[src/hw/rtl/tcr_pkg.sv]
// Types and constants shared by the text cell pixel renderer modules.
package tcr_pkg;

  localparam int IN_TDATA_W  = 56;
  localparam int IN_TUSER_W  = 2;
  localparam int OUT_TDATA_W = 32;
  localparam int CFG_AW      = 3;
  localparam int CFG_DW      = 32;

  localparam int FONT_AW        = 12;
  localparam int FONT_DEPTH     = 4096;
  localparam int PAL_AW         = 4;
  localparam int PAL_DEPTH      = 16;
  localparam int PAL_LOAD_LIMIT = 2 * PAL_DEPTH;

  localparam int QDEPTH = 4;
  localparam int QAW    = 2;

  localparam logic [2:0] LAST_PIXEL = 3'd7;

  typedef enum logic [1:0] {
    OP_RENDER = 2'd0,
    OP_FONT   = 2'd1,
    OP_PAL    = 2'd2
  } op_t;

  // register index as decoded from paddr[2]
  localparam logic CFG_IDX_CURSOR_COLUMN = 1'b0;
  localparam logic CFG_IDX_CURSOR_ROW    = 1'b1;

  // input tdata layout, lowest bits last
  typedef struct packed {
    logic [2:0]  pad;
    logic [7:0]  load_data;
    logic [11:0] load_address;
    logic        blink_phase;
    logic [7:0]  attribute;
    logic [7:0]  char_code;
    logic [3:0]  glyph_row;
    logic [4:0]  cell_row;
    logic [6:0]  cell_column;
  } in_item_t;

  // output tdata layout, lowest bits last
  typedef struct packed {
    logic       pad;
    logic [3:0] blue;
    logic [3:0] green;
    logic [3:0] red;
    logic [8:0] pixel_y;
    logic [9:0] pixel_x;
  } out_pix_t;

  // one queued request between front and back
  typedef struct packed {
    op_t                op;
    logic [FONT_AW-1:0] addr;
    logic [7:0]         data;
    logic [6:0]         col;
    logic [8:0]         py;
    logic [7:0]         attr;
    logic               invert;
  } qent_t;

endpackage

[src/hw/rtl/tcr_fifo.sv]
// Short request queue between the front and the back of the renderer.
module tcr_fifo (
  input  logic           clk,
  input  logic           rst_n,
  input  logic           push,
  input  tcr_pkg::qent_t push_ent,
  output logic           full,
  input  logic           pop,
  output logic           valid,
  output tcr_pkg::qent_t head
);
  import tcr_pkg::*;

  qent_t          mem_r [QDEPTH];
  logic [QAW-1:0] wr_ptr_r, rd_ptr_r;
  logic [QAW:0]   count_r;

  assign full  = (count_r == (QAW+1)'(QDEPTH));
  assign valid = (count_r != '0);
  assign head  = mem_r[rd_ptr_r];

  always_ff @(posedge clk) begin
    if (push) begin
      mem_r[wr_ptr_r] <= push_ent;
    end
  end

  always_ff @(posedge clk) begin
    if (!rst_n) begin
      wr_ptr_r <= '0;
      rd_ptr_r <= '0;
      count_r  <= '0;
    end else begin
      if (push) wr_ptr_r <= wr_ptr_r + 1'b1;
      if (pop)  rd_ptr_r <= rd_ptr_r + 1'b1;
      unique case ({push, pop})
        2'b10:   count_r <= count_r + 1'b1;
        2'b01:   count_r <= count_r - 1'b1;
        default: count_r <= count_r;
      endcase
    end
  end

endmodule

[config.mk]
export PLATFORM = sky130hd
export DESIGN_NAME = tcr_fifo
export DESIGN_NICKNAME = d
export VERILOG_FILES = /design/src/hw/rtl/tcr_pkg.sv /design/src/hw/rtl/tcr_fifo.sv
export SDC_FILE = /design/constraint.sdc
export NUM_CORES = 1
export LEC_CHECK = 0
export BUFFER_PORTS_ARGS = -buffer_cell sky130_fd_sc_hd__clkbuf_2
export CAP_MARGIN = 5
export CELL_PAD_IN_SITES_DETAIL_PLACEMENT = 1
export CELL_PAD_IN_SITES_GLOBAL_PLACEMENT = 1
export CORE_ASPECT_RATIO = 0.8
export CORE_MARGIN = 2
export CORE_UTILIZATION = 54
export DETAILED_ROUTE_END_ITERATION = 16
export PLACE_DENSITY = 0.88
export REMOVE_ABC_BUFFERS = 1
export SLEW_MARGIN = 20
export SYNTH_ARGS = -nofsm -noshare
export SYNTH_HDL_FRONTEND = slang
export SYNTH_SLANG_ARGS = --single-unit
[constraint.sdc]
create_clock -name clk -period 4.72 [get_ports clk]
set_input_delay 0.472 -clock clk [delete_from_list [all_inputs] [get_ports clk]]
set_output_delay 0.472 -clock clk [all_outputs]
set_load 0.01 [all_outputs]
# Word-level counts from Yosys, hierarchy flattened

Memory sizes are Yosys's and may differ from the RTL's. A register that Yosys moved wholly into a read port is not among the register bits.
Cells that the tools add are included.

Word-level logic and storage cells: 18
RAM bits: 188
Memories: 1
Input port bits: 51
Flip-flop bits (word level): 7

Memories:

| memory | words | bits a word | rd ports | clocked after Yosys merged registers in | wr ports | RTL line       | text |
|---|---|---|---|---|---|---|---|
| mem_r  | 4     | 47          | 1        | 1                                       | 1        | tcr_fifo.sv:14 | `qent_t mem_r [QDEPTH];` |

Mux-type cells: 5
Add/subtract/negate cells: 4
Eq/ne operators: 3
Reductions and logical operators: 2

Operators with widths:

| cell                                             | number |
|---|---|
| one-hot mux 3 bit (2 select lines)               | 1 |
| adder 2 x 1 -> 2 bit, second input constant      | 2 |
| 2-to-1 mux 2 bit                                 | 2 |
| adder 3 x 1 -> 3 bit, second input constant      | 1 |
| == test 3 bit, second input constant             | 1 |
| nonzero test 3 bit                               | 1 |
| subtractor 3 x 1 -> 3 bit, second input constant | 1 |
| == test 2 x 1 -> 1 bit, second input constant    | 1 |
| == test 2 bit, second input constant             | 1 |
| 2-to-1 mux 1 bit                                 | 2 |
| nonzero test 2 bit                               | 1 |

# Longest topological paths before layout

Word-level depth: 3
Mapped depth: 6

# Worst setup path after synthesis

No wires, ideal clock.

Kind: register to register
From: register wr_ptr_r[0]
To: memory mem_r[2][0] (netlist bit) (enable)
Library setup time: 0.409 ns
Clock period less this slack: 2.075 ns
Buffers on the path: 0
Arrival time: 1.666 ns
Setup slack: 2.645 ns
Cell stages (with the launch flop): 4
Path through: dfxtp_1 > inv_1 > ha_1 > and2_1

RTL lines:

| element                | RTL line       | text |
|---|---|---|
| start, declared        | tcr_fifo.sv:15 | `logic [QAW-1:0] wr_ptr_r, rd_ptr_r;` |
| start signal, assigned | tcr_fifo.sv:34 | `if (push) wr_ptr_r <= wr_ptr_r + 1'b1;` |
| end, declared          | tcr_fifo.sv:14 |  |

Straight into the memory's write port.

==> results by group <==
Worst setup path
  • CP max FO: 47
  • Crit Path Class: reg -> out
  • Element type at the critical path start: flop
  • Critical path arrival: 2230 ps
  • CP endpoint kind: primary output
  • Critical Path RT: 4250 ps

Floorplan
  • Core area: 13000 sq um
  • Initial core utilization: 55.9%
  • Full die area: 14400 sq um
  • Row cnt: 37
  • IO Pins: 100
  • Die X-Extent: 134 um
  • Die Y: 108 um

Synthesis
  • YS warnings: 0
  • Mapped Cells: 287
  • Seq/Total Area, Yosys: 80.4%
  • Synth top area share: 77.9%
  • Yosys reg bits: 197
  • Synth cell types: 21
  • Average size of a mapped cell: 25.3 sq um
  • Cell area after synthesis: 7250 sq um
  • Top cells by area, synth: edfxtp_1, mux4_2, dfxtp_1
  • Leading area contributor after synthesis: edfxtp_1

Power and ir drop
  • Worst IR Drop VDD: 0.286 mV
  • PwrDens: 456 nW/um^2
  • Leakage: 2.92 nW

Clocking
  • Worst-path clk slew: 70 ps
  • Hold buffer count at CTS: 0
  • Post-CTS Setup Bufs: 0
  • CTS tree: yes
  • Post-CTS resize count: 0
  • Skew-Pair Late Insertion Delay: 430 ps
  • Num CTS Buffers: 17
  • Max Root-Sink Buffers: 2
  • H-tree depth: 4
  • Sink Count: 197
  • Clk root buf: clkbuf_16

Finish
  • # diodes: 0
  • Finished Layout Cells: 588
  • Fillers: 1074
  • Layout area overhead: 17.6%
  • Final nets: 457
  • Share of layout cells above drive strength 1: 45.5%
  • Final Cell Area: 8520 sq um

Placement
  • Placed cell area: 7910 sq um
  • PortBufs: 99
  • Setup WS pre-CTS: 2400 ps
  • Routability cong.: 0.687
  • Hpwl dp: 8.08 mm
  • Placed insts: 556

Detailed routing
  • Number of DRC markers in iteration 0: 204
  • Routed wire length: 13.8 mm
  • Avg WL per Cell: 23.5 um
  • Drt pass-1 iters: 4
  • DRC errors left: 0
  • Vias per inst: 5.64
  • Antenna-violating nets left: 0
  • Via count: 3314

Global routing
  • First-pass GRT wire length: 21.0 mm
  • GR Overflow Total: 0
  • GRT Util Overall: 20.8%
  • Antenna violations before repair: 0
  • Vias in the first global route: 3598
  • Largest net degree at the start of global routing: 48

STA
  • Fin worst setup slack: 2020 ps
  • Final setup violation count: 0
  • Slew HR: 36.7%
  • Hold Fails Final Rpt: 0
  • Fin crit period: 2700 ps
  • Final slew viol count: 0
  • Setup_tns: 0 ps
  • Worst clock skew: 6.21 ps
  • Final worst hold slack: 255 ps
  • Worst Tran Pin Value: 950 ps
  • Tcrit/Tclk final: 57.2%
  • Max Clk Rate: 0.371 GHz
  • Unrepaired setup endpoints after global routing: no

Hold path
  • Worst Hold Class: in -> reg

Outcome
  • Status: complete, no violations

Job
  • Max_cap viols: 0
layer usage:
metal,track usage [%],up-vias,share of wire (%)
li1,-,1433,-
met1,27.4,1748,42
met4,8.66,0,1.5
met2,33.6,113,52
met5,0,-,0
met3,5.37,20,5.2
placed cells by master, fill, tap and decap left out, drive strengths merged:
cell type / Yosys / final
dfxtp: 9 / 9
inv: 3 / 3
edfxtp: 188 / 188
mux4: 47 / 47
mux2i: 2 / 2
fa: 1 / 1
clkinvlp: 0 / 4
a21boi: 1 / 1
nor3b: 1 / 1
and2: 9 / 9
or3: 2 / 2
clkbuf: 1 / 116
o21ai: 1 / 1
nand2: 1 / 1
xor2: 2 / 2
nor2b: 2 / 2
buf: 9 / 5
ha: 5 / 5
clkinv: 0 / 7
xnor2: 3 / 3
bufinv: 0 / 4
cell families after synthesis:
family,after synthesis,share of synthesized area (%)
flip-flops,197,80.4
multiplexers,49,14.9
AND/OR/NAND/NOR,15,1.28
buffers and inverters,13,1.57
adder cells (fa/ha/maj),6,1.14
XOR/XNOR,5,0.604
AO/OA/AOI/OAI,2,0.173
Yosys cell counts:
library cell  count
and2_1            9
nor2b_1           2
a21boi_0          1
buf_12            3
xnor2_1           3
or3_1             2
inv_1             3
dfxtp_1           9
buf_4             1
clkbuf_1          1
nor3b_1           1
edfxtp_1        188
xor2_1            2
mux2i_1           2
ha_1              5
buf_6             1
buf_2             4
o21ai_0           1
mux4_2           47
nand2_1           1
fa_1              1
per-stage QoR:
stage	util, %	power, W
2_1_floorplan	-	0.00228
3_3_place_gp	61.0	0.00242
3_5_place_dp	61.0	0.00245
4_1_cts	65.7	0.00393
5_1_grt	65.7	0.00401
6_report	65.7	0.00388
path summary, 6_finish.rpt:
check	depth (start not counted)	start	slack (ps)	endpoint
setup / recovery	2	flop	2020	head[28]
hold reg to reg	2	count_r[2]$_SDFFE_PN0P_	520	count_r[2]$_SDFFE_PN0P_
hold / removal	1	push_ent[43]	250	mem_r[3][43]$_DFFE_PP_
setup reg to reg	4	wr_ptr_r[0]$_SDFFE_PN0P_	2970	mem_r[2][9]$_DFFE_PP_
report_power, final:
part	switching (W)	internal, W
sequential	0.0000503	0.00201
combinational	0.000179	0.000167
clock	0.000603	0.000879
sequential cells by signal, summed over array words and instances (netlist names), named ones only:
name,cells
rd_ptr_r,2
wr_ptr_r,2
mem_r,188
count_r,3
area by class of cell:
type / instances / area, sq um / share of cell area (%)
sequential: 197 / 5830 / 68.4
multi-input combinational: 77 / 1320 / 15.4
timing repair buffer: 104 / 533 / 6.25
clock buffer: 17 / 425 / 4.99
tap: 175 / 219 / 2.57
clock inverter: 15 / 188 / 2.20
inverter: 3 / 11.3 / 0.132
worst max-delay path, cell delays in order (launching register included):
cell and delay [ps]:
dfxtp_4 980, mux4_2 630, clkbuf_2 160
Note: power is estimated with default switching activity, not from simulation.
