File: config.mk
export PLATFORM = sky130hd
export DESIGN_NAME = tcr_front
export DESIGN_NICKNAME = d
export VERILOG_FILES = /design/src/hw/rtl/tcr_pkg.sv /design/src/hw/rtl/tcr_front.sv
export SDC_FILE = /design/constraint.sdc
export NUM_CORES = 1
export LEC_CHECK = 0
export BUFFER_PORTS_ARGS = -buffer_cell sky130_fd_sc_hd__buf_2
export CORE_ASPECT_RATIO = 1.4
export CORE_MARGIN = 5
export CORE_UTILIZATION = 33
export DETAILED_ROUTE_END_ITERATION = 7
export HOLD_SLACK_MARGIN = 0.05
export PLACE_DENSITY_LB_ADDON = 0.05
export SETUP_SLACK_MARGIN = 0.5
export SLEW_MARGIN = 20
export SYNTH_ARGS = -nofsm -noshare
export SYNTH_HDL_FRONTEND = slang
export SYNTH_SLANG_ARGS = --single-unit
File: constraint.sdc
create_clock -name clk -period 1.15 [get_ports clk]
set_input_delay 0.115 -clock clk [delete_from_list [all_inputs] [get_ports clk]]
set_output_delay 0.115 -clock clk [all_outputs]
set_load 0.005 [all_outputs]
File: src/hw/rtl/tcr_pkg.sv
// Types and constants shared by the text cell pixel renderer modules.
package tcr_pkg;

  localparam int IN_TDATA_W  = 56;
  localparam int IN_TUSER_W  = 2;
  localparam int OUT_TDATA_W = 32;
  localparam int CFG_AW      = 3;
  localparam int CFG_DW      = 32;

  localparam int FONT_AW        = 12;
  localparam int FONT_DEPTH     = 4096;
  localparam int PAL_AW         = 4;
  localparam int PAL_DEPTH      = 16;
  localparam int PAL_LOAD_LIMIT = 2 * PAL_DEPTH;

  localparam int QDEPTH = 4;
  localparam int QAW    = 2;

  localparam logic [2:0] LAST_PIXEL = 3'd7;

  typedef enum logic [1:0] {
    OP_RENDER = 2'd0,
    OP_FONT   = 2'd1,
    OP_PAL    = 2'd2
  } op_t;

  // register index as decoded from paddr[2]
  localparam logic CFG_IDX_CURSOR_COLUMN = 1'b0;
  localparam logic CFG_IDX_CURSOR_ROW    = 1'b1;

  // input tdata layout, lowest bits last
  typedef struct packed {
    logic [2:0]  pad;
    logic [7:0]  load_data;
    logic [11:0] load_address;
    logic        blink_phase;
    logic [7:0]  attribute;
    logic [7:0]  char_code;
    logic [3:0]  glyph_row;
    logic [4:0]  cell_row;
    logic [6:0]  cell_column;
  } in_item_t;

  // output tdata layout, lowest bits last
  typedef struct packed {
    logic       pad;
    logic [3:0] blue;
    logic [3:0] green;
    logic [3:0] red;
    logic [8:0] pixel_y;
    logic [9:0] pixel_x;
  } out_pix_t;

  // one queued request between front and back
  typedef struct packed {
    op_t                op;
    logic [FONT_AW-1:0] addr;
    logic [7:0]         data;
    logic [6:0]         col;
    logic [8:0]         py;
    logic [7:0]         attr;
    logic               invert;
  } qent_t;

endpackage

File: src/hw/rtl/tcr_front.sv
// Front end: request intake, classification, cursor registers and APB port.
module tcr_front #(
  parameter int GLYPH_LINES       = 16,
  parameter int CURSOR_FIRST_LINE = 14
) (
  input  logic                                clk,
  input  logic                                rst_n,
  input  logic                                in_tvalid,
  output logic                                in_tready,
  input  logic [tcr_pkg::IN_TDATA_W-1:0]      in_tdata,
  input  logic [tcr_pkg::IN_TUSER_W-1:0]      in_tuser,
  input  logic                                cfg_psel,
  input  logic                                cfg_penable,
  input  logic                                cfg_pwrite,
  input  logic [tcr_pkg::CFG_AW-1:0]          cfg_paddr,
  input  logic [tcr_pkg::CFG_DW-1:0]          cfg_pwdata,
  output logic [tcr_pkg::CFG_DW-1:0]          cfg_prdata,
  output logic                                cfg_pready,
  output logic                                q_push,
  output tcr_pkg::qent_t                      q_ent,
  input  logic                                q_full
);
  import tcr_pkg::*;

  logic [7:0] cursor_column_r, cursor_row_r;
  in_item_t   item;
  logic       cfg_wr, keep, at_cursor;
  logic [31:0] faddr_full, py_full;

  assign cfg_pready = 1'b1;
  assign cfg_wr     = cfg_psel && cfg_penable && cfg_pwrite && cfg_pready;

  always_ff @(posedge clk) begin
    if (!rst_n) begin
      cursor_column_r <= '0;
      cursor_row_r    <= '0;
    end else if (cfg_wr) begin
      unique case (cfg_paddr[2])
        CFG_IDX_CURSOR_COLUMN: cursor_column_r <= cfg_pwdata[7:0];
        CFG_IDX_CURSOR_ROW:    cursor_row_r    <= cfg_pwdata[7:0];
        default:               cursor_column_r <= cursor_column_r;
      endcase
    end
  end

  always_comb begin
    unique case (cfg_paddr[2])
      CFG_IDX_CURSOR_COLUMN: cfg_prdata = {(CFG_DW-8)'(0), cursor_column_r};
      CFG_IDX_CURSOR_ROW:    cfg_prdata = {(CFG_DW-8)'(0), cursor_row_r};
      default:               cfg_prdata = '0;
    endcase
  end

  assign item      = in_item_t'(in_tdata);
  assign in_tready = !q_full;

  // font row address and screen line; both wrap to their field widths
  assign faddr_full = 32'(item.char_code) * 32'(GLYPH_LINES) + 32'(item.glyph_row);
  assign py_full    = 32'(item.cell_row) * 32'(GLYPH_LINES) + 32'(item.glyph_row);
  assign at_cursor  = (8'(item.cell_column) == cursor_column_r) &&
                      (8'(item.cell_row) == cursor_row_r) &&
                      (32'(item.glyph_row) >= 32'(CURSOR_FIRST_LINE));

  // drop unused op code and out-of-range palette writes here
  always_comb begin
    unique case (in_tuser)
      OP_RENDER: keep = 1'b1;
      OP_FONT:   keep = 1'b1;
      OP_PAL:    keep = (32'(item.load_address) < 32'(PAL_LOAD_LIMIT));
      default:   keep = 1'b0;
    endcase
  end

  assign q_push = in_tvalid && in_tready && keep;

  always_comb begin
    q_ent.op     = op_t'(in_tuser);
    q_ent.addr   = (in_tuser == OP_RENDER) ? faddr_full[FONT_AW-1:0] : item.load_address;
    q_ent.data   = item.load_data;
    q_ent.col    = item.cell_column;
    q_ent.py     = py_full[8:0];
    q_ent.attr   = item.attribute;
    q_ent.invert = item.blink_phase && at_cursor;
  end

endmodule

Word-level counts from Yosys, hierarchy flattened
Index checks and enable logic that the tools add are counted.
{ "totals": {"out_inout_bits": 82, "ff_bits": 16} }
{ "classes": {"n_bitwise": 1, "reduce_logical": 12, "order_cmp": 2, "n_mux": 3, "eq_ne": 4, "n_addsub": 2} }
{ "ops": {"columns": ["op", "count"], "rows": [
  ["$pmux W32 S2", 1],
  ["$add A12 B4 Y12", 1],
  ["$lt A12 B6 Y1 const B", 1],
  ["$mux W12", 1],
  ["$add A9 B4 Y9", 1],
  ["$eq A5 B8 Y1", 1],
  ["$eq A7 B8 Y1", 1],
  ["$logic_and A1 B1 Y1", 7],
  ["$ge A4 B4 Y1 const B", 1],
  ["$reduce_and A2 Y1", 2],
  ["$eq A2 B1 Y1 const B", 1],
  ["$eq A2 B2 Y1 const B", 1],
  ["$logic_not A2 Y1", 1],
  ["$pmux W1 S2", 1],
  ["$reduce_or A2 Y1", 1],
  ["$logic_not A1 Y1", 1],
  ["$not A1 Y1", 1]
]} }

Logic depth before layout (Yosys ltp)
Gate-level depths: netlist of run 1.
{ "depth": {"depth_word": 4, "depth_mapped": 4, "depth_no_buf": 3} }

Worst setup path before layout of run 1
No wires, ideal clock.
{ "synth_path": {"kind": "flip-flop to output port", "start": "register cursor_row_r[5]", "end": "output port q_ent[0] (netlist bit)", "stages_incl_launch_ff": 4, "arrival_time_ns": 0.994, "path_slack_ns": 0.041, "path_cell_list": "dfxtp_1 -> nor4b_1 -> nand4_1 -> nor4_1"} }
{ "synth_rtl": {"columns": ["item", "line", "text"], "rows": [
  ["start, declared", "tcr_front.sv:25", "logic [7:0] cursor_column_r, cursor_row_r;"],
  ["start signal, assigned", "tcr_front.sv:40", "CFG_IDX_CURSOR_ROW: cursor_row_r <= cfg_pwdata[7:0];"],
  ["end, declared", "tcr_front.sv:20", "output tcr_pkg::qent_t q_ent,"]
]} }

==> results.py, run 1 <==
metrics = {
    "outcome": {
        "status": "finished with violations",
        "violations": "setup timing",
    },
    "critical_path": {
        "reg2reg_to": "cursor_column_r[1]",
        "path_cells": "nor4b_2 > nand4_1 > nor4_2 > buf_2",
        "r2r_cells": 4,
        "cp.arrival_ps": 1310,
        "path_class": "flip-flop to output port",
        "required_ps": 1030,
        "slowest_stage": "dfxtp_2",
        "cp-startpoint": "cursor_row_r[5]",
        "cp.depth": 4,
        "cp_max_fo": 2,
        "r2r_slack_ps": 380,
        "crit_end": "q_ent[0]",
        "cpLargestDelayFamily": "simple AND/OR/NAND/NOR gates",
        "crit_buf_inv": 1,
        "max_stage_delay_ps": 330,
        "start_kind": "flip-flop",
        "endpoint_kind": "output port",
        "r2r-start": "cursor_column_r[1]",
    },
    "power_and_ir_drop": {
        "max-vdd-ir-drop_v": 0.0004629,
        "p_leak_nw": 1.071,
        "p_per_area_mw_per_mm2": 715.6,
    },
    "cts": {
        "clkTransAtPathRegs_ps": 70,
        "clkLatencyLatePin_ps": 240,
        "h-tree-depth": 1,
        "clock-sinks": 16,
        "max-clock-path-buffers": 2,
        "cts_tree": "done",
        "cts_root_buf": "clkbuf_8",
        "numCtsBuffers": 3,
    },
    "logic_synthesis": {
        "synth_ff_type": "dfxtp_1",
        "syn-cell-area_mm2": 0.001480,
        "ys_ff_latch": 16,
        "synthTopCellsByArea": "buf_4, dfxtp_1, mux2_2",
        "synthCells": 179,
        "yosysSeqAreaShare_pct": 21.64,
        "synth_enable_flop_cells": 0,
        "async_flop_share_pct": 0,
        "synth_top_cell_area_share_pct": 30.43,
        "ys_types": 21,
        "syn_avg_cell_area_um2": 8.269,
        "yosysTopAreaCell": "buf_4",
        "ys_warn_count": 0,
    },
    "sta": {
        "hold_viol_final": 0,
        "final_max_slew_viol_count": 0,
        "finalSetupViolCount": 13,
        "rsz0062_at_grt": "true",
        "fin_ws_ps": -278.0,
        "min_period_ps": 1428,
        "period_share_pct": 124.2,
        "clock_skew_ps": 0,
        "fmax_mhz": 700.3,
        "timing.setup.tns_ps": -688.6,
    },
    "run": {
        "cap_violations": 0,
    },
    "final_layout": {
        "areaGrowthSynthToFinish_pct": 50.63,
        "fin_nets": 358,
        "drive_gt1_share_pct": 66.54,
        "fin_cells": 317,
        "antenna_cells": 0,
    },
    "global_routing": {
        "antenna_found_initial": 0,
        "grt.total_usage_pct": 13.74,
        "grt_pass1_wl_um": 6265,
        "grt_pass1_vias": 1348,
        "grt_max_degree": 17,
        "grt-ovfl-total": 0,
    },
    "place": {
        "place_hpwl_um": 3563,
        "dp.cells": 310,
        "globalplace.congestion": 0.7161,
        "port_buffers": 95,
        "place_ws_ps": -188.5,
    },
    "routing": {
        "routedWlPerCell_um": 13.95,
        "drt-initial-drc-count": 19,
        "via_count": 1371,
        "ant_nets": 0,
        "firstDrtPassIters": 2,
        "routed_wl_um": 4422,
        "avgViaCountPerCell": 4.325,
        "drc": 0,
    },
    "die": {
        "die_area_mm2": 0.005944,
        "initial_core_util_pct": 34.63,
        "ios": 182,
        "coreArea_mm2": 0.004274,
        "die_h_um": 89.25,
        "num_rows": 28,
        "die_w_um": 66.60,
    },
    "min_path": {
        "min_path_type": "input port to flip-flop",
    },
}
-- logic make-up (layout without fill, tap and decap cells) --
family / Yosys count / in the layout / synth area share, %
mux: 20 / 20 / 15.22
xor+xnor: 12 / 12 / 7.101
flops: 16 / 16 / 21.64
buf+inv: 65 / 120 / 31.87
compound gates: 17 / 17 / 8.453
simple gates: 47 / 47 / 15.22
other cells: 2 / 25 / 0.5074
-- routing by layer --
| layer | GRT usage [%] | routed length, um |
|---|---|---|
| met1 | 15.36 | 1637 |
| met5 | 0 | 0 |
| met4 | 5.176 | 52 |
| met2 | 24.64 | 2244 |
| met3 | 3.648 | 487 |
-- cell type report --
type,count,area [um^2]
Fill cell,426,2044
Multi-Input combinational cell,121,914.6
Timing Repair Buffer,115,839.6
Sequential cell,16,341.6
Tap cell,60,75.07
Clock buffer,4,55.05
Inverter,1,3.754
-- synth_stat cells, types with 2 or more instances --
| library cell | n |
|---|---|
| nand4_1 | 5 |
| xnor2_1 | 12 |
| mux2_2 | 20 |
| clkbuf_1 | 2 |
| dfxtp_1 | 16 |
| buf_4 | 60 |
| buf_2 | 2 |
| a21boi_0 | 16 |
| or4_1 | 2 |
| conb_1 | 2 |
| nand2_1 | 32 |
-- tightest hold or removal path, stage by stage --
cell      delay [ps]
buf_2            110
nand2_1           50
a21boi_1          50
-- repair_timing --
| item | in CTS | in global routing |
|---|---|---|
| setup endpoints to repair | 38 | 38 |
| setup buffers | 0 | 2 |
| hold buffers | 0 | 0 |
| gates cloned | 1 | 0 |
| resized for setup | 53 | 21 |
| pin swaps | 6 | 6 |
-- registers in the layout, summed over array words and instances, names as in the netlist --
register,flops
cursor_column_r,8
cursor_row_r,8
-- cell usage in the layout, fill, tap and decap left out, drive strengths merged --
cell type / n
a21boi: 16
nor2b: 1
nand4b: 1
and4b: 1
mux2: 20
dfxtp: 16
nor2: 1
and3: 1
nand4: 5
nand2: 32
inv: 1
nor4: 1
conb: 25
nor4b: 1
or4: 2
o21ai: 1
xnor2: 12
and4: 1
buf: 114
clkbuf: 5
-- metrics by stage --
stage	total power, mW	hold WS, ps	utilization (%)	area [um^2]
final	1.596	111.8	52.17	2230
after CTS	1.611	104.3	50.09	2141
after global placement	1.014	230.0	43.24	1848
after global routing	1.695	108.0	52.17	2230
after floorplan	0.9304	254.2	-	1644
after detailed placement	1.013	230.0	43.24	1848
-- worst min-delay path by stage --
| stage | depth (start not counted) | end | slack (ps) | startpoint |
|---|---|---|---|---|
| after floorplan | 2 | cursor_column_r[0] | 250 | cfg_pwdata[0] |
| after global placement | 0 | q_ent[27] | 230 | in_tdata[47] |
| after detailed placement | 0 | q_ent[27] | 230 | in_tdata[47] |
| after CTS | 3 | cursor_column_r[6] | 100 | cfg_pwdata[6] |
| after global routing | 3 | cursor_row_r[0] | 110 | cfg_pwdata[0] |
| final | 3 | cursor_row_r[7] | 110 | cfg_pwdata[7] |
-- report_power, final --
group,leakage (nW),internal [mW],switching (mW)
Clock,0.0288,0.304,0.194
Sequential,0.137,0.566,0.0110
Combinational,0.905,0.318,0.203
Power figures use the tool's default switching activity.
==> run 2, diff against run 1 <==
--- a/config.mk
+++ b/config.mk
@@ -5,10 +5,12 @@
 export SDC_FILE = /design/constraint.sdc
 export NUM_CORES = 1
 export LEC_CHECK = 0
+export ABC_AREA = 1
+export ABC_CLOCK_PERIOD_IN_PS = 1150
 export BUFFER_PORTS_ARGS = -buffer_cell sky130_fd_sc_hd__buf_2
 export CORE_ASPECT_RATIO = 1.4
 export CORE_MARGIN = 5
-export CORE_UTILIZATION = 33
+export CORE_UTILIZATION = 34
 export DETAILED_ROUTE_END_ITERATION = 7
 export HOLD_SLACK_MARGIN = 0.05
 export PLACE_DENSITY_LB_ADDON = 0.05
==> run 2 against run 1 <==
The run still ends with setup timing left. Sequential share of layout area is 0.84 points lower. Clock skew stayed put. Area after synthesis is 4.1% higher. Clock power hardly changed. Routed wire length is 7.9% higher. Critical path type unchanged. Largest power group unchanged. Highest routed layer unchanged.
==> results.py, run 2 <==
metrics = {
    "outcome": {
        "status": "finished with violations",
        "violations": "setup timing",
    },
    "critical_path": {
        "path_cells": "buf_6 > nand2_2 > nand2_1 > inv_1 > nand2_2 > nor2_4 > nand2_1 > nor2_1 > buf_2",
        "cp_max_fo": 2,
        "cp.arrival_ps": 1270,
        "slowest_stage": "dfxtp_2",
        "endpoint_kind": "output port",
        "cpLargestDelayFamily": "simple AND/OR/NAND/NOR gates",
        "required_ps": 1030,
        "start_kind": "flip-flop",
        "crit_buf_inv": 3,
        "path_class": "flip-flop to output port",
        "max_stage_delay_ps": 330,
    },
    "final_layout": {
        "fin_nets": 413,
        "fin_cells": 374,
        "antenna_cells": 0,
        "n_fill_cell": 485,
        "final_common_cell": "buf_2",
        "reg_top3": "cursor_column_r: 8 flops, cursor_row_r: 8 flops",
        "fin_util_pct": 52.87,
        "areaGrowthSynthToFinish_pct": 53.21,
        "final_cell_mix": "buf_2, nand2_1, conb_1",
        "drive_gt1_share_pct": 65.06,
    },
    "die": {
        "num_rows": 29,
        "coreArea_mm2": 0.004463,
        "die_h_um": 89.64,
        "die_area_mm2": 0.005995,
        "die_w_um": 66.89,
        "ios": 182,
        "initial_core_util_pct": 34.51,
    },
    "cts": {
        "cts_tree": "done",
        "hold_buffers": 0,
        "cts_root_buf": "clkbuf_8",
        "clkTransAtPathRegs_ps": 60,
        "clkLatencyLatePin_ps": 240,
        "h-tree-depth": 1,
        "max-clock-path-buffers": 2,
        "numCtsBuffers": 3,
        "clock-sinks": 16,
    },
    "global_routing": {
        "grt_max_degree": 17,
        "grt.total_usage_pct": 14.01,
        "grt_pass1_vias": 1391,
        "grt_pass1_wl_um": 6396,
        "antenna_found_initial": 0,
        "grt-ovfl-total": 0,
    },
    "routing": {
        "firstDrtPassIters": 4,
        "avgViaCountPerCell": 4.225,
        "drc": 0,
        "drt-initial-drc-count": 20,
        "routed_wl_um": 4773,
        "via_count": 1580,
        "ant_nets": 0,
        "routedWlPerCell_um": 12.76,
    },
    "sta": {
        "finalSetupViolCount": 1,
        "final_max_slew_viol_count": 0,
        "clock_skew_ps": 0,
        "fmax_mhz": 722.9,
        "rsz0062_at_grt": "true",
        "hold_viol_final": 0,
        "fin_ws_ps": -233.4,
        "min_period_ps": 1383,
        "timing.setup.tns_ps": -233.4,
        "whs_ps": 127.5,
        "period_share_pct": 120.3,
    },
    "power_and_ir_drop": {
        "max-vdd-ir-drop_v": 0.0006820,
        "internal_power_mw": 1.195,
        "clkPwrFrac_pct": 29.4,
        "power_mw": 1.683,
        "swShare_pct": 28.97,
        "pwr-share-comb_pct": 35.2,
        "p_leak_nw": 1.227,
        "p_sw_uw": 487.4,
        "p_seq_share_pct": 35.4,
        "p_per_area_mw_per_mm2": 713.0,
    },
    "logic_synthesis": {
        "synth_enable_flop_cells": 0,
        "syn-cell-area_mm2": 0.001540,
        "async_flop_share_pct": 0,
        "ys_warn_count": 0,
        "ys_ff_latch": 16,
        "synth_top_cell_area_share_pct": 29.24,
        "yosysTopAreaCell": "buf_4",
        "synth.most_common_cell": "buf_4",
        "synthCells": 231,
        "synthTopCellsByArea": "buf_4, dfxtp_1, nand2_1",
        "syn_avg_cell_area_um2": 6.668,
        "synth_ff_type": "dfxtp_1",
        "yosysSeqAreaShare_pct": 20.80,
        "ys_types": 23,
        "yosys-top-cells-count": "buf_4, nand2_1, inv_1",
    },
    "run": {
        "cap_violations": 0,
    },
    "place": {
        "port_buffers": 95,
        "globalplace.congestion": 0.7233,
        "place_hpwl_um": 3629,
        "dp.cells": 355,
    },
    "min_path": {
        "min_path_type": "input port to flip-flop",
    },
}
[run 2: cell count changes after synthesis, moves of 11 or more]
cell | previous run | this run
inv_1 | 1 | 29
o21ai_0 | 0 | 26
a21boi_0 | 16 | 0
a21oi_1 | 0 | 14
mux2_2 | 20 | 6
nand2_1 | 32 | 43
[run 2: per-layer routing]
metal,vias up,track usage [%],routed length (um)
met5,-,0,0
li1,797,-,-
met1,700,13.97,1594
met3,4,4.359,631
met2,79,27.35,2516
met4,0,4.059,30
[run 2: logic make-up after synthesis]
group / synth area share, %
DFF: 20.80
xor gates and xnor gates: 3.412
other: 0.4876
buffers and inverters: 38.10
AOI/OAI and AO/OA: 15.76
and+or+nand+nor: 17.06
muxes: 4.386
[run 2: through the flow]
step,setup WS (ps),area [um^2]
floorplan,289.8,1724
global placement,5.686,1877
detailed placement,-8.843,1877
CTS,-248.1,2121
global route,-304.5,2360
finish,-233.4,2360
[run 2: what timing repair did]
action                                  CTS  global route
gates resized for setup                  66            41
gates cloned                              1             2
pin swaps                                10            15
endpoints found under the setup margin   36            36
buffers inserted                          4             8
[run 2: worst paths after layout]
kind                      startpoint            endpoint  slack, ps  cells past startpoint
setup reg to reg  cursor_column_r[0]  cursor_column_r[0]        390                      3
hold / removal         cfg_pwdata[5]     cursor_row_r[5]        130                      3
setup / recovery  cursor_column_r[0]            q_ent[0]       -230                      9
hold reg to reg   cursor_column_r[3]  cursor_column_r[3]        510                      2
[run 2: power groups by stage]
| stage | registers (mW) | logic [mW] | clock network, mW |
|---|---|---|---|
| 2_1_floorplan | 0.598 | 0.366 | 0 |
| 3_3_place_gp | 0.602 | 0.449 | 0 |
| 3_5_place_dp | 0.602 | 0.451 | 0 |
| 4_1_cts | 0.594 | 0.531 | 0.515 |
| 5_1_grt | 0.597 | 0.655 | 0.536 |
| 6_report | 0.595 | 0.593 | 0.495 |
[run 2: worst reg2reg max path, stage by stage (launching register included)]
cell and delay (ps):
dfxtp_2 330, buf_6 110, o21ai_1 170, a21oi_2 50
[run 2: layout make-up]
class | count | area [um^2] | area share (%)
Timing Repair Buffer | 118 | 847.1 | 35.90
Clock buffer | 4 | 55.05 | 2.333
Tap cell | 62 | 77.57 | 3.287
Inverter | 30 | 115.1 | 4.878
Sequential cell | 16 | 341.6 | 14.48
Multi-Input combinational cell | 144 | 923.4 | 39.13
==> run 3, diff against run 2 <==
==> constraint.sdc (replaced) <==
create_clock -name clk -period 1.15 [get_ports clk]
set_input_delay 0.0575 -clock clk [delete_from_list [all_inputs] [get_ports clk]]
set_output_delay 0.0575 -clock clk [all_outputs]
set_load 0.005 [all_outputs]
==> run 3 against run 2 <==
Flip-flop and latch count did not move. Critical endpoint unchanged. Hold slack got worse by 73 ps. The run still ends with setup timing left. Routed wire length fell by 8.1%. Sequential share of layout area rose by 1.4 points. Total power fell by 3.3%. Largest cell class unchanged. Via count fell by 1.8%.
==> results.py, run 3 (synthesized netlist as in run 2, its figures left out) <==
metrics = {
    "global_routing": {
        "antenna_found_initial": 0,
        "grt-ovfl-total": 0,
        "grt_max_degree": 17,
        "grt_pass1_vias": 1390,
        "grt.total_usage_pct": 13.05,
        "grt_pass1_wl_um": 6147,
    },
    "final_layout": {
        "final_cell_mix": "buf_2, nand2_1, conb_1",
        "areaGrowthSynthToFinish_pct": 40.13,
        "antenna_cells": 0,
        "n_fill_cell": 476,
        "final_common_cell": "buf_2",
        "final_cell_area_mm2": 0.002158,
        "multi_input_area_um2": 832.0,
        "fin_nets": 403,
        "regArea_um2": 342.8,
        "drive_gt1_share_pct": 57.95,
        "reg_top3": "cursor_column_r: 8 flops, cursor_row_r: 8 flops",
    },
    "sta": {
        "clock_skew_ps": 0,
        "finalSetupViolCount": 1,
        "period_share_pct": 109.3,
        "fmax_mhz": 795.3,
        "hold_viol_final": 0,
        "min_period_ps": 1257,
        "fin_ws_ps": -107.5,
        "rsz0062_at_grt": "true",
        "whs_ps": 54.21,
        "final_max_slew_viol_count": 0,
    },
    "cts": {
        "cts_tree": "done",
        "cts_root_buf": "clkbuf_8",
        "numCtsBuffers": 3,
        "h-tree-depth": 1,
        "clock-sinks": 16,
        "clkLatencyLatePin_ps": 240,
        "max-clock-path-buffers": 2,
        "clkTransAtPathRegs_ps": 60,
    },
    "outcome": {
        "status": "finished with violations",
        "violations": "setup timing",
    },
    "critical_path": {
        "crit_buf_inv": 3,
        "crit_top_cell": "nand2_1",
        "cp.arrival_ps": 1200,
        "endpoint_kind": "output port",
        "path_cells": "inv_2 > nand2_2 > nand2_1 > inv_1 > nand2_1 > nor2_1 > nand2_1 > nor2_1 > buf_2",
        "start_kind": "flip-flop",
        "cp_max_fo": 3,
        "max_stage_delay_ps": 350,
        "path_class": "flip-flop to output port",
        "required_ps": 1090,
        "cpLargestDelayFamily": "simple AND/OR/NAND/NOR gates",
        "slowest_stage": "dfxtp_2",
    },
    "routing": {
        "drc": 0,
        "ant_nets": 0,
        "firstDrtPassIters": 4,
        "routedWlPerCell_um": 12.05,
        "via_count": 1551,
        "drt-initial-drc-count": 27,
        "avgViaCountPerCell": 4.261,
        "routed_wl_um": 4386,
    },
    "die": {
        "die_h_um": 89.64,
        "die_w_um": 66.89,
        "die_area_mm2": 0.005995,
        "ios": 182,
        "initial_core_util_pct": 34.51,
        "num_rows": 29,
        "coreArea_mm2": 0.004463,
    },
    "power_and_ir_drop": {
        "p_leak_nw": 1.161,
        "p_per_area_mw_per_mm2": 754.0,
        "max-vdd-ir-drop_v": 0.0005082,
    },
    "min_path": {
        "min_path_type": "input port to flip-flop",
    },
    "run": {
        "cap_violations": 0,
    },
    "place": {
        "place_hpwl_um": 3480,
        "globalplace.congestion": 0.7134,
        "port_buffers": 95,
        "placed_area_mm2": 0.001763,
    },
}
==> run 3: timing repair <==
item                       4_1_cts  5_1_grt
hold endpoints to repair         2        0
setup endpoints to repair       35       38
setup buffers                    6        3
pin swaps                       11       22
resized for setup               64       40
cloned                           1        0
==> run 3: metrics by stage <==
step / cells / power (mW) / setup slack (ps) / util (%) / setup TNS [ps]
finish: 364 / 1.627 / -107.5 / 48.36 / -107.5
global route: 364 / 1.739 / -230.1 / 48.36 / -230.1
CTS: 361 / 1.602 / -108.5 / 45.22 / -108.5
detailed placement: 350 / 1.021 / 42.84 / 39.50 / 0
global placement: 350 / 1.021 / 83.00 / 39.50 / 0
floorplan: 254 / 0.9491 / 344.4 / - / 0
==> run 3: path summary, 6_finish.rpt <==
kind	startpoint	end	slack [ps]	cells after the start
worst max-delay path	cursor_column_r[0]	q_ent[0]	-110	9
worst min-delay path	cfg_pwdata[5]	cursor_column_r[5]	50	3
worst max register to register	cursor_column_r[2]	cursor_column_r[2]	450	3
worst min register to register	cursor_column_r[6]	cursor_column_r[6]	510	2
==> run 3: layer usage <==
layer  part of all wire (%)  GRT usage (%)  up-vias
li1                       -              -      773
met1                     34          13.85      683
met2                     51          25.27       89
met3                     13          2.864        6
met4                   0.96          3.875        0
met5                      0              0        -
==> run 3: final cells by class <==
cell class	instances	share of cell area (%)
Clock buffer	4	2.551
Inverter	30	5.449
Multi-Input combinational cell	144	38.55
Sequential cell	16	15.88
Tap cell	62	3.594
Timing Repair Buffer	108	33.97
==> run 3: power by group <==
part	switching, mW	leakage [nW]	internal [mW]
clock network	0.186	0.0288	0.303
registers	0.0194	0.138	0.576
logic	0.252	0.994	0.291
total	0.457	1.16	1.17
==> run 3: tightest hold or removal path: stages <==
cell and delay, ps:
buf_2 90, inv_1 60, a21oi_1 50
